<file path="config.mk">
export PLATFORM = sky130hd
export DESIGN_NAME = flw_csum
export DESIGN_NICKNAME = d
export VERILOG_FILES = /design/src/rtl/flw_pkg.sv /design/src/rtl/flw_csum.sv
export SDC_FILE = /design/constraint.sdc
export NUM_CORES = 1
export LEC_CHECK = 0
export ABC_AREA = 1
export CORE_AREA = 4 4 78 80
export DETAILED_ROUTE_END_ITERATION = 12
export DIE_AREA = 0 0 82 84
export DONT_BUFFER_PORTS = 1
export PLACE_DENSITY_LB_ADDON = 0.1
export SYNTH_ARGS = -nofsm -noshare
export SYNTH_HDL_FRONTEND = slang
export SYNTH_SLANG_ARGS = --single-unit
export TNS_END_PERCENT = 10
</file>
<file path="constraint.sdc">
create_clock -name vclk -period 8.4
set_input_delay 1.26 -clock vclk [all_inputs]
set_output_delay 1.26 -clock vclk [all_outputs]
set_load 0.1 [all_outputs]
</file>
<file path="src/rtl/flw_pkg.sv">
// ----------------------------------------------------------------------------
// flw_pkg: shared types and constants of the TCP flow rewrite engine
// Commands, pool events, sequencer states, table keys and payload layouts.
// ----------------------------------------------------------------------------
package flw_pkg;

  // Default number of entries in each flow table.
  localparam int FLW_TABLE_ENTRIES = 16;

  // Index of the last checksum update step.
  localparam logic [2:0] CSUM_LAST = 3'd4;

  typedef enum logic [1:0] {
    CMD_INBOUND    = 2'd0,
    CMD_OUTBOUND   = 2'd1,
    CMD_LOAD_PROP  = 2'd2,
    CMD_LOAD_RANGE = 2'd3
  } flw_cmd_t;

  typedef enum logic [1:0] {
    EV_NONE   = 2'd0,
    EV_CLEAR  = 2'd1,
    EV_ADD    = 2'd2,
    EV_REMOVE = 2'd3
  } flw_event_t;

  typedef enum logic [3:0] {
    ST_IDLE,
    ST_FIND,
    ST_READ,
    ST_ACT,
    ST_APPLY,
    ST_CSUM,
    ST_RANGE,
    ST_CLASS,
    ST_DONE
  } flw_state_t;

  typedef struct packed {
    logic [31:0] addr;
    logic [15:0] port;
  } flw_key_t;

  // Target address and port with seq/ack numbers or offsets.
  typedef struct packed {
    logic [31:0] addr;
    logic [15:0] port;
    logic [31:0] a;
    logic [31:0] b;
  } flw_target_t;

  typedef struct packed {
    logic [15:0] start;
    logic [15:0] stop;
  } flw_range_t;

  typedef struct packed {
    flw_cmd_t    command;
    logic [31:0] src_addr;
    logic [15:0] src_port;
    logic [31:0] dst_addr;
    logic [15:0] dst_port;
    logic [31:0] seq_num;
    logic [31:0] ack_num;
    logic        fin_flag;
    logic        rst_flag;
    logic [15:0] ip_checksum;
    logic [15:0] tcp_checksum;
    logic [15:0] range_stop;
  } flw_item_t;

  typedef struct packed {
    logic [31:0] out_src_addr;
    logic [15:0] out_src_port;
    logic [31:0] out_dst_addr;
    logic [15:0] out_dst_port;
    logic [31:0] out_seq;
    logic [31:0] out_ack;
    logic [15:0] out_ip_checksum;
    logic [15:0] out_tcp_checksum;
    logic        rewritten;
    flw_event_t  pool_event;
    logic        table_full;
  } flw_result_t;

endpackage

</file>
<file path="src/rtl/flw_csum.sv">
// ----------------------------------------------------------------------------
// flw_csum: shared incremental checksum unit
// Replaces one 32-bit item in a 16-bit ones' complement checksum.
// ----------------------------------------------------------------------------
module flw_csum import flw_pkg::*; (
  input  logic [15:0] hc,
  input  logic [31:0] old_val,
  input  logic [31:0] new_val,
  output logic [15:0] result
);

  logic [18:0] sum;
  logic [16:0] fold1;
  logic [16:0] fold2;

  // HC' = ~(~HC + ~m + m'), carries folded back twice.
  always_comb begin
    sum = {3'b000, ~hc} + {3'b000, ~old_val[31:16]} + {3'b000, ~old_val[15:0]}
        + {3'b000, new_val[31:16]} + {3'b000, new_val[15:0]};
    fold1 = 17'(sum[15:0]) + 17'(sum[18:16]);
    fold2 = 17'(fold1[15:0]) + 17'(fold1[16]);
    result = ~fold2[15:0];
  end

endmodule

</file>
==> results of run 1 <==
[metal layers]
metal / GRT overflow / track usage, %
met4: 3 / 59.06
met1: 0 / 57.74
met5: 0 / 1.667
met3: 0 / 41.47
met2: 0 / 82.29
[cells by family after synthesis]
logic type | count (synthesis) | synth area share, %
buffers and inverters | 150 | 17.69
adder cells (fa/ha/maj) | 72 | 39.54
XOR/XNOR | 8 | 2.786
AO/OA/AOI/OAI | 27 | 4.747
AND/OR/NAND/NOR | 230 | 35.23
[cell usage after synthesis]
cell type  number  area share (%)
a21oi_1         9             1.4
a21o_1          2            0.47
nand3_1        31             4.9
nor2_8          1            0.63
a21oi_2         2            0.55
nand2_2        22             4.3
nand3b_2        1            0.35
nor2_4          5             1.8
ha_1           24             9.4
nand4_1         6             1.2
xor2_1          6             1.6
nand3_2        10             3.1
inv_2           5            0.59
inv_1         143              17
nand2_4         2            0.71
o21ai_1         2            0.31
buf_2           1            0.16
nor2_1         25             2.9
o21a_1          1            0.24
fa_1           48              30
o21ai_0        10             1.6
xnor2_1         1            0.27
or2_2           1            0.20
a31oi_1         1            0.20
clkinv_1        1            0.12
nor2_2          4            0.78
xor2_4          1            0.86
nand2_1       122              14
[stage by stage]
| step | instance area, um^2 | instances | util, % |
|---|---|---|---|
| CTS | 5164 | 730 | 95.53 |
| detailed placement | 4161 | 640 | 76.99 |
| global placement | 4161 | 640 | 76.99 |
| floorplan | 3278 | 487 | - |
[what timing repair did]
item                                   4_1_cts
setup endpoints to repair                   12
buffers inserted                            90
pin swaps                                   79
endpoints found under the hold margin        0
gates resized for setup                     81
==> run_results.csv, run 1 <==
group,metric,value,unit
outcome,status,"stopped before the end",
floorplan,die_h,84,um
grt,grt_pass1_wl,30910,um
floorplan,start_util,59.00,%
clocking,cts_hold_buf,0,
floorplan,top_level_ports,96,
synth,netlist_area,3189,um^2
place,pre_cts_ws,-632.9,ps
outcome,error_line,"[ERROR GRT-0116] Global routing finished with congestion. Check the congestion regions in the DRC Viewer.",
synth,ys_warn_count,0,
floorplan,die_x,82,um
synth,synthDistinctLibCells,28,
outcome,lastStage,"global routing",
grt,grt.total_usage,60.49,%
synth,syn_area_per_cell,6.549,um^2
place,io_buffer_count,0,
place,gp_routability_congestion,0.8545,
synth,postSynthCellCount,487,
grt,grt_max_degree,6,
floorplan,rows,27,
grt,grt_overflow,3,
grt,grt_pass1_vias,5676,
place,hpwlAfterDp,6721,um
synth,synth_nets,639,
synth,yosysSeqAreaShare,0,%
==> run 2: changes to the inputs <==
--- a/config.mk
+++ b/config.mk
@@ -6,11 +6,11 @@
 export NUM_CORES = 1
 export LEC_CHECK = 0
 export ABC_AREA = 1
-export CORE_AREA = 4 4 78 80
+export CORE_AREA = 4 4 95 97
 export DETAILED_ROUTE_END_ITERATION = 12
-export DIE_AREA = 0 0 82 84
+export DIE_AREA = 0 0 99 101
 export DONT_BUFFER_PORTS = 1
-export PLACE_DENSITY_LB_ADDON = 0.1
+export PLACE_DENSITY_LB_ADDON = 0.15
 export SYNTH_ARGS = -nofsm -noshare
 export SYNTH_HDL_FRONTEND = slang
 export SYNTH_SLANG_ARGS = --single-unit
==> constraint.sdc (replaced) <==
create_clock -name vclk -period 10.9
set_input_delay 1.635 -clock vclk [all_inputs]
set_output_delay 1.635 -clock vclk [all_outputs]
set_load 0.1 [all_outputs]
==> run_results.csv, run 2 <==
group,metric,value,unit
outcome,status,"complete, no violations",
synth,post-synth-top-count-cell,"inv_1",
synth,synthTopCellsByCount,"inv_1 (143), nand2_1 (122), fa_1 (48)",
cells_and_area,register_area,0,um^2
routing,viasPerCell,4.533,
synth,syn_area_per_cell,6.549,um^2
grt,grt_pass1_vias,2750,
cells_and_area,layout-drive-gt1-share,13.94,%
sta,period_share,91.91,%
cells_and_area,nClkBuffers,0,
routing,drc_errors,0,
place,hpwlAfterDp,5830,um
floorplan,rows,33,
sta,final_hold_viol_count,0,
setup_path,path_class,"in -> out",
worst_hold_path,min_path_type,"in -> out",
floorplan,start_util,39.21,%
floorplan,coreArea,8134,um^2
setup_path,cp_data_arrival_time,8380,ps
floorplan,die_x,99,um
cells_and_area,finalCoreUtilization,42.09,%
setup_path,cp_slowest_cell,"fa_1",
synth,yosysTopAreaCell,"fa_1",
place,gp_routability_congestion,0.8076,
grt,grt_pass1_wl,11260,um
sta,fmax,99.82,MHz
setup_path,critical_path.max_stage_delay,550,ps
clocking,cts_setup_buffers,0,
flow_run,cap_violations,0,
grt,grt_overflow,0,
sta,tns,0,ps
routing,ant_nets,0,
synth,synth_nets,639,
routing,wl_per_cell,10.14,um
sta,finalCriticalPeriod,10020,ps
floorplan,die_area,9999,um^2
cells_and_area,design.seq.count,0,
setup_path,startpoint_type,"primary input",
cells_and_area,synthToLayoutAreaGrowth,7.336,%
synth,synth.top_cell.area_share,30.13,%
sta,setup_viol,0,
cells_and_area,layout_common_cells,"inv_1 (143), nand2_1 (122), fa_1 (48), nand3_1 (31)",
synth,postSynthCellCount,487,
clocking,cts_resized,0,
sta,tightest_slew,1220,ps
routing,num_vias,2720,
synth,netlist_area,3189,um^2
synth,yosysSeqAreaShare,0,%
routing,firstDrtPassIters,4,
cells_and_area,antennaDiodeCount,0,
synth,yosys-top-cells-area,"fa_1 (30%), inv_1 (17%), nand2_1 (14%)",
setup_path,cpMostUsedCell,"inv_1",
cells_and_area,layout.nets,649,
synth,ys_warn_count,0,
grt,grt.total_usage,12.96,%
routing,drt_iter0_drc,55,
cells_and_area,final_common_cell,"inv_1",
sta,rsz0062_at_grt,"false",
grt,antenna_found_initial,0,
sta,max_slew_margin,18.29,%
synth,synthDistinctLibCells,28,
floorplan,die_h,101,um
routing,finalWirelength,6082,um
setup_path,crit_path_end_kind,"output port",
setup_path,path_max_fanout,4,
floorplan,top_level_ports,96,
setup_path,critPathRequiredTime,9270,ps
clocking,cts_hold_buf,0,
place,io_buffer_count,0,
grt,grt_max_degree,9,
sta,final_max_slew_viol_count,0,
-- run 2: cell counts after synthesis --
Identical to the previous run, type by type.
-- run 2: cell families (layout without fill, tap and decap cells) --
kind of cell / Yosys count / count (layout) / share of synthesized area [%]
buffers and inverters: 150 / 158 / 17.69
adders and majority gates: 72 / 72 / 39.54
xor gates and xnor gates: 8 / 8 / 2.786
and+or+nand+nor: 230 / 230 / 35.23
AOI/OAI and AO/OA: 27 / 27 / 4.747
-- run 2: layout make-up --
| type | instances | area (um^2) |
|---|---|---|
| fill | 881 | 4711 |
| inverter | 149 | 559.3 |
| multi-input combinational | 337 | 2665 |
| tap | 105 | 131.4 |
| timing repair buffer | 9 | 67.56 |
-- run 2: per-stage QoR --
step / cells / worst slack (ps) / hold WS (ps) / cell area [um^2]
2_1_floorplan: 487 / 542.1 / 3994 / 3189
3_3_place_gp: 600 / 928.8 / 4103 / 3421
3_5_place_dp: 600 / 764.2 / 4089 / 3421
4_1_cts: 600 / 728.7 / 4096 / 3421
5_1_grt: 600 / 77.19 / 4170 / 3423
6_report: 600 / 882.2 / 4090 / 3423
-- run 2: worst paths after layout --
kind / startpoint / end / slack, ps / cells past startpoint
setup / recovery: hc[1] / result[14] / 880 / 46
hold / removal: old_val[0] / result[0] / 4090 / 5
-- run 2: worst max-delay path: cells and delay by family --
family / cells / cell delay (ps)
buf+inv: 10 / 770
simple gates: 25 / 2620
xor+xnor: 1 / 190
compound gates: 2 / 340
fa+ha+maj: 8 / 2820
-- run 2: layer usage --
metal / wire (um) / global-route usage, % / part of all wire [%] / up-vias
met2: 3069 / 24.85 / 50 / 60
met5: 0 / 0 / 0 / -
met4: 22 / 0.6303 / 0.36 / 0
li1: - / - / - / 1439
met1: 2688 / 16.44 / 44 / 1219
met3: 302 / 1.246 / 5.0 / 2
Power of run 2 is left out: the tool's default activity adds up to more than one toggle a clock period on the data nets, which glitch-free logic cannot reach.
