==> src/rtl/flw_pkg.sv <==
// ----------------------------------------------------------------------------
// flw_pkg: shared types and constants of the TCP flow rewrite engine
// Commands, pool events, sequencer states, table keys and payload layouts.
// ----------------------------------------------------------------------------
package flw_pkg;

  // Default number of entries in each flow table.
  localparam int FLW_TABLE_ENTRIES = 16;

  // Index of the last checksum update step.
  localparam logic [2:0] CSUM_LAST = 3'd4;

  typedef enum logic [1:0] {
    CMD_INBOUND    = 2'd0,
    CMD_OUTBOUND   = 2'd1,
    CMD_LOAD_PROP  = 2'd2,
    CMD_LOAD_RANGE = 2'd3
  } flw_cmd_t;

  typedef enum logic [1:0] {
    EV_NONE   = 2'd0,
    EV_CLEAR  = 2'd1,
    EV_ADD    = 2'd2,
    EV_REMOVE = 2'd3
  } flw_event_t;

  typedef enum logic [3:0] {
    ST_IDLE,
    ST_FIND,
    ST_READ,
    ST_ACT,
    ST_APPLY,
    ST_CSUM,
    ST_RANGE,
    ST_CLASS,
    ST_DONE
  } flw_state_t;

  typedef struct packed {
    logic [31:0] addr;
    logic [15:0] port;
  } flw_key_t;

  // Target address and port with seq/ack numbers or offsets.
  typedef struct packed {
    logic [31:0] addr;
    logic [15:0] port;
    logic [31:0] a;
    logic [31:0] b;
  } flw_target_t;

  typedef struct packed {
    logic [15:0] start;
    logic [15:0] stop;
  } flw_range_t;

  typedef struct packed {
    flw_cmd_t    command;
    logic [31:0] src_addr;
    logic [15:0] src_port;
    logic [31:0] dst_addr;
    logic [15:0] dst_port;
    logic [31:0] seq_num;
    logic [31:0] ack_num;
    logic        fin_flag;
    logic        rst_flag;
    logic [15:0] ip_checksum;
    logic [15:0] tcp_checksum;
    logic [15:0] range_stop;
  } flw_item_t;

  typedef struct packed {
    logic [31:0] out_src_addr;
    logic [15:0] out_src_port;
    logic [31:0] out_dst_addr;
    logic [15:0] out_dst_port;
    logic [31:0] out_seq;
    logic [31:0] out_ack;
    logic [15:0] out_ip_checksum;
    logic [15:0] out_tcp_checksum;
    logic        rewritten;
    flw_event_t  pool_event;
    logic        table_full;
  } flw_result_t;

endpackage

==> src/rtl/flw_table.sv <==
// ----------------------------------------------------------------------------
// flw_table: keyed flow table
// Valid bits and keys in flops with a parallel compare, payload in a memory
// with a registered read at the matching slot.
// ----------------------------------------------------------------------------
module flw_table import flw_pkg::*; #(
  parameter int ENTRIES = FLW_TABLE_ENTRIES,
  parameter int DATA_W  = 32,
  localparam int IDX_W  = (ENTRIES > 1) ? $clog2(ENTRIES) : 1
) (
  input  logic              clk,
  input  logic              rst,
  input  flw_key_t          lookup,
  output logic              hit,
  output logic [IDX_W-1:0]  hit_idx,
  output logic              has_free,
  output logic [IDX_W-1:0]  free_idx,
  input  logic              wr_en,
  input  logic [IDX_W-1:0]  wr_idx,
  input  flw_key_t          wr_key,
  input  logic [DATA_W-1:0] wr_data,
  output logic [DATA_W-1:0] rd_data
);

  logic              valid [ENTRIES];
  flw_key_t          keys  [ENTRIES];
  logic [DATA_W-1:0] mem   [ENTRIES];

  // Lowest matching slot and lowest free slot.
  always_comb begin
    hit      = 1'b0;
    hit_idx  = '0;
    has_free = 1'b0;
    free_idx = '0;
    for (int i = ENTRIES - 1; i >= 0; i--) begin
      if (valid[i] && keys[i] == lookup) begin
        hit     = 1'b1;
        hit_idx = IDX_W'(i);
      end
      if (!valid[i]) begin
        has_free = 1'b1;
        free_idx = IDX_W'(i);
      end
    end
  end

  // Valid bits are cleared at reset.
  always_ff @(posedge clk) begin
    if (rst) begin
      for (int i = 0; i < ENTRIES; i++) valid[i] <= 1'b0;
    end else if (wr_en) begin
      valid[wr_idx] <= 1'b1;
    end
  end

  always_ff @(posedge clk) begin
    if (wr_en) begin
      keys[wr_idx] <= wr_key;
    end
  end

  // Payload memory: one write port, one registered read port.
  always_ff @(posedge clk) begin
    if (wr_en) begin
      mem[wr_idx] <= wr_data;
    end
    rd_data <= mem[hit_idx];
  end

endmodule

==> config.mk <==
export PLATFORM = sky130hd
export DESIGN_NAME = flw_table
export DESIGN_NICKNAME = d
export VERILOG_FILES = /design/src/rtl/flw_pkg.sv /design/src/rtl/flw_table.sv
export SDC_FILE = /design/constraint.sdc
export NUM_CORES = 2
export LEC_CHECK = 0
export BUFFER_PORTS_ARGS = -buffer_cell sky130_fd_sc_hd__buf_2
export CAP_MARGIN = 20
export CORE_ASPECT_RATIO = 1.75
export CORE_MARGIN = 3
export CORE_UTILIZATION = 37
export DETAILED_ROUTE_END_ITERATION = 8
export GPL_TIMING_DRIVEN = 0
export SLEW_MARGIN = 20
export SYNTH_ARGS = -nofsm -noshare
export SYNTH_HDL_FRONTEND = slang
export SYNTH_SLANG_ARGS = --single-unit
==> constraint.sdc <==
create_clock -name clk -period 8.7 [get_ports clk]
set_input_delay 0.435 -clock clk [delete_from_list [all_inputs] [get_ports clk]]
set_output_delay 0.435 -clock clk [all_outputs]
set_load 0.02 [all_outputs]
==> results.json <==
{
  "drtIter0Drc": 4328,
  "slowest_stage": "clkbuf_1",
  "status": "complete, but fails checks",
  "synth_mux_area_share_pct": 4.59,
  "viasPerCell": 5.82,
  "async_reset_ff_share_pct": 0,
  "synthCells": 3628,
  "synth_area_per_cell_sq_um": 15.4,
  "synth_top_family_by_area": "XOR/XNOR gates",
  "clockRootBuffer": "clkbuf_16",
  "min_path_type": "in -> reg",
  "drv_cap": 0,
  "p_int_mw": 10.7,
  "path_clk_slew_ns": 0.06,
  "cts.repair.resized": 0,
  "dieArea_sq_um": 156000,
  "io_pins": 177,
  "post_cts_buffers": 0,
  "grt_overflow": 0,
  "synth_compound_area_share_pct": 2.80,
  "pwr-share-clk_pct": 41.8,
  "clk_path_buf_depth": 3,
  "synthAdderAreaFrac_pct": 0,
  "min_period_over_period_pct": 70.2,
  "ys_seq_area_share_pct": 70.5,
  "synth_seq_cells": 1328,
  "track_usage_pct": 29.3,
  "crit_arrival_ns": 6.71,
  "synth_xor_area_share_pct": 11.2,
  "pwr-share-comb_pct": 7.2,
  "ys_types": 63,
  "dr.pass1.iters": 7,
  "path_cells": "clkbuf_1, buf_2, xnor2_1, nand4_1, nor4b_1, nand4_1, a31o_2, a211oi_2, or2_1, buf_1, clkbuf_1, o22ai_1, nor2_1, nand2_1",
  "first_global_vias": 35200,
  "p_per_area_nw_per_um2": 215,
  "tightest_slew_ns": 1.34,
  "grt_max_degree": 28,
  "slew_headroom_pct": 8.11,
  "whs_ns": 0.0401,
  "clock_latency_ns": 0.78,
  "post-route-util_pct": 43.5,
  "final_area_sq_um": 65300,
  "fillCellCount": 13600,
  "setup_viol": 0,
  "nNetsFinal": 4142,
  "drive_gt1_share_pct": 14.5,
  "synth_edf_count": 1280,
  "routedWlPerCell_um": 37.6,
  "critPathLaunchType": "input port",
  "cts_sinks": 1328,
  "rsz0062_at_grt": "false",
  "synth-simple-area-share_pct": 9.00,
  "grt_pass1_wl_mm": 303,
  "ir_drop_uv": 186,
  "vias": 35700,
  "power.net_switching_mw": 3.34,
  "dp.cells": 5854,
  "syn_nets": 3763,
  "worstSetupEndpointType": "register",
  "leakagePower_nw": 20.2,
  "placement.io_buffers": 130,
  "cts_buffers": 132,
  "htree_levels": 4,
  "seqPwrFrac_pct": 51.0,
  "fin_skew_ns": 0.0330,
  "num_rows": 188,
  "yosys_warnings": 0,
  "syn2layout_area_growth_pct": 17.0,
  "final_cells": 6123,
  "synth_flop_cell": "edfxtp_1",
  "hold_viol": 0,
  "layout_min_cycle_time_ns": 6.10,
  "max_freq_ghz": 0.164,
  "core_region_area_sq_um": 150000,
  "p_sw_share_pct": 23.7,
  "die-height_um": 520,
  "timing_worst_setup_path_type": "in -> reg",
  "violations": "DRC",
  "place.gp.congestion": 1.02,
  "placed_area_sq_um": 60800,
  "drtAntennaViolNets": 0,
  "wl_mm": 230,
  "maxSlewViolCount": 0,
  "syn_area_sq_um": 55900,
  "drc": 1,
  "max_stage_delay_ns": 0.85,
  "dieWidth_um": 300,
  "cts_tree": "done",
  "dpl.hpwl_mm": 159,
  "critPathMaxFanout": 10,
  "grt_antenna_before_repair": 34,
  "worstPathRequired_ns": 9.31,
  "start_util_pct": 37.2
}
-- critical path, delay by kind of cell --
| kind | cells | cell delay [ns] |
|---|---|---|
| buffers and inverters | 4 | 2.77 |
| and+or+nand+nor | 6 | 2.14 |
| AOI/OAI and AO/OA | 3 | 1.13 |
| xor gates and xnor gates | 1 | 0.19 |
-- final timing paths --
path,from,endpoint,slack (ns),cells after the start
worst max-delay path,lookup[20],rd_data[6],2.60,14
worst min-delay path,wr_data[18],mem[10][18],0.04,1
worst max register to register,keys[5][46],rd_data[6],3.19,13
worst min register to register,valid[10],valid[10],0.57,2
-- final cells by class --
class / instances / area [sq um] / area share (%)
multi-input cells: 2099 / 15600 / 23.9
flip-flops and latches: 1328 / 39400 / 60.3
well taps: 1995 / 2500 / 3.82
diodes: 16 / 40.0 / 0.0613
inverters: 50 / 188 / 0.287
clock buffers: 170 / 3590 / 5.49
clock inverters: 69 / 790 / 1.21
plain buffers: 151 / 876 / 1.34
repair buffers: 245 / 2350 / 3.59
-- power groups by stage --
stage          sequential (mW)  combinational, mW  clock, mW
2_1_floorplan             7.32              0.405          0
3_3_place_gp              7.34              0.934          0
3_5_place_dp              7.32              0.970          0
4_1_cts                   7.18              0.978       5.93
5_1_grt                   7.19               1.02       6.16
6_report                  7.19               1.01       5.88
-- registers in the layout, summed over array words and instances (netlist names) --
signal and count:
keys 768, mem 512, rd_data 32, valid 16
-- metrics by stage --
| step | power (mW) | setup WS (ns) | setup TNS, ns |
|---|---|---|---|
| global placement | 8.27 | -4.86 | -1255.08 |
| global route | 14.4 | 2.69 | 0 |
| detailed placement | 8.29 | 2.12 | 0 |
| CTS | 14.1 | 2.91 | 0 |
| floorplan | 7.73 | 1.66 | 0 |
| finish | 14.1 | 2.60 | 0 |
-- Yosys cell counts (11+ instances only) --
library cell  instances  area share (%)
buf_2                66            0.59
nor4_1              125             1.4
nor2b_1              20            0.22
o21ai_0              23            0.21
nor2_1              139            0.93
nand4_1             233             2.6
buf_6                27            0.54
xor2_1              221             3.5
clkbuf_1             47            0.32
dfxtp_1              48             1.7
nand4b_1             11            0.17
o2111ai_1            14            0.22
nor4b_1              17            0.27
mux2i_1             256             4.6
nand2_1             122            0.82
o22ai_1             138             1.5
or4_1                25            0.34
xnor2_1             494             7.7
nand2b_1             75            0.84
edfxtp_1           1280              69
nand3_1              40            0.36
inv_1                49            0.33
nor3_1               42            0.38
-- cell usage in the layout (no fill, tap or decap), types with 9 or more instances in the layout --
cell / count
buf_12: 31
buf_16: 19
buf_2: 202
buf_4: 47
buf_6: 35
bufinv_16: 14
clkbuf_1: 66
clkbuf_16: 134
clkbuf_8: 10
clkinv_2: 25
dfxtp_1: 48
diode_2: 16
dlygate4sd3_1: 11
edfxtp_1: 1280
inv_1: 49
inv_6: 9
mux2i_1: 256
nand2_1: 122
nand2b_1: 75
nand3_1: 40
nand4_1: 233
nand4b_1: 11
nor2_1: 127
nor2_4: 12
nor2b_1: 20
nor3_1: 35
nor4_1: 125
nor4b_1: 16
o2111ai_1: 14
o21ai_0: 23
o22ai_1: 138
or4_1: 25
xnor2_1: 489
xor2_1: 217
-- metal layers --
layer / global-route usage [%] / up-vias / part of all wire [%]
met2: 49.6 / 2276 / 49
met5: 0 / - / 0.010
met4: 27.2 / 4 / 12
met1: 30.6 / 17900 / 32
met3: 5.38 / 801 / 7.7
li1: - / 14600 / -
-- timing repair --
item | 4_1_cts | 5_1_grt
hold buffers | 11 | 0
setup endpoints to repair | 0 | 0
hold endpoints to repair | 124 | 0
-- logic make-up (layout without fill, tap and decap cells) --
kind of cell           Yosys count  in the layout
multiplexers                   256            256
XOR/XNOR                       715            715
AO/OA/AOI/OAI                  234            234
flip-flops                    1328           1328
AND/OR/NAND/NOR                894            894
other                            0             16
buffers and inverters          201            685
Power figures use the tool's default switching activity.
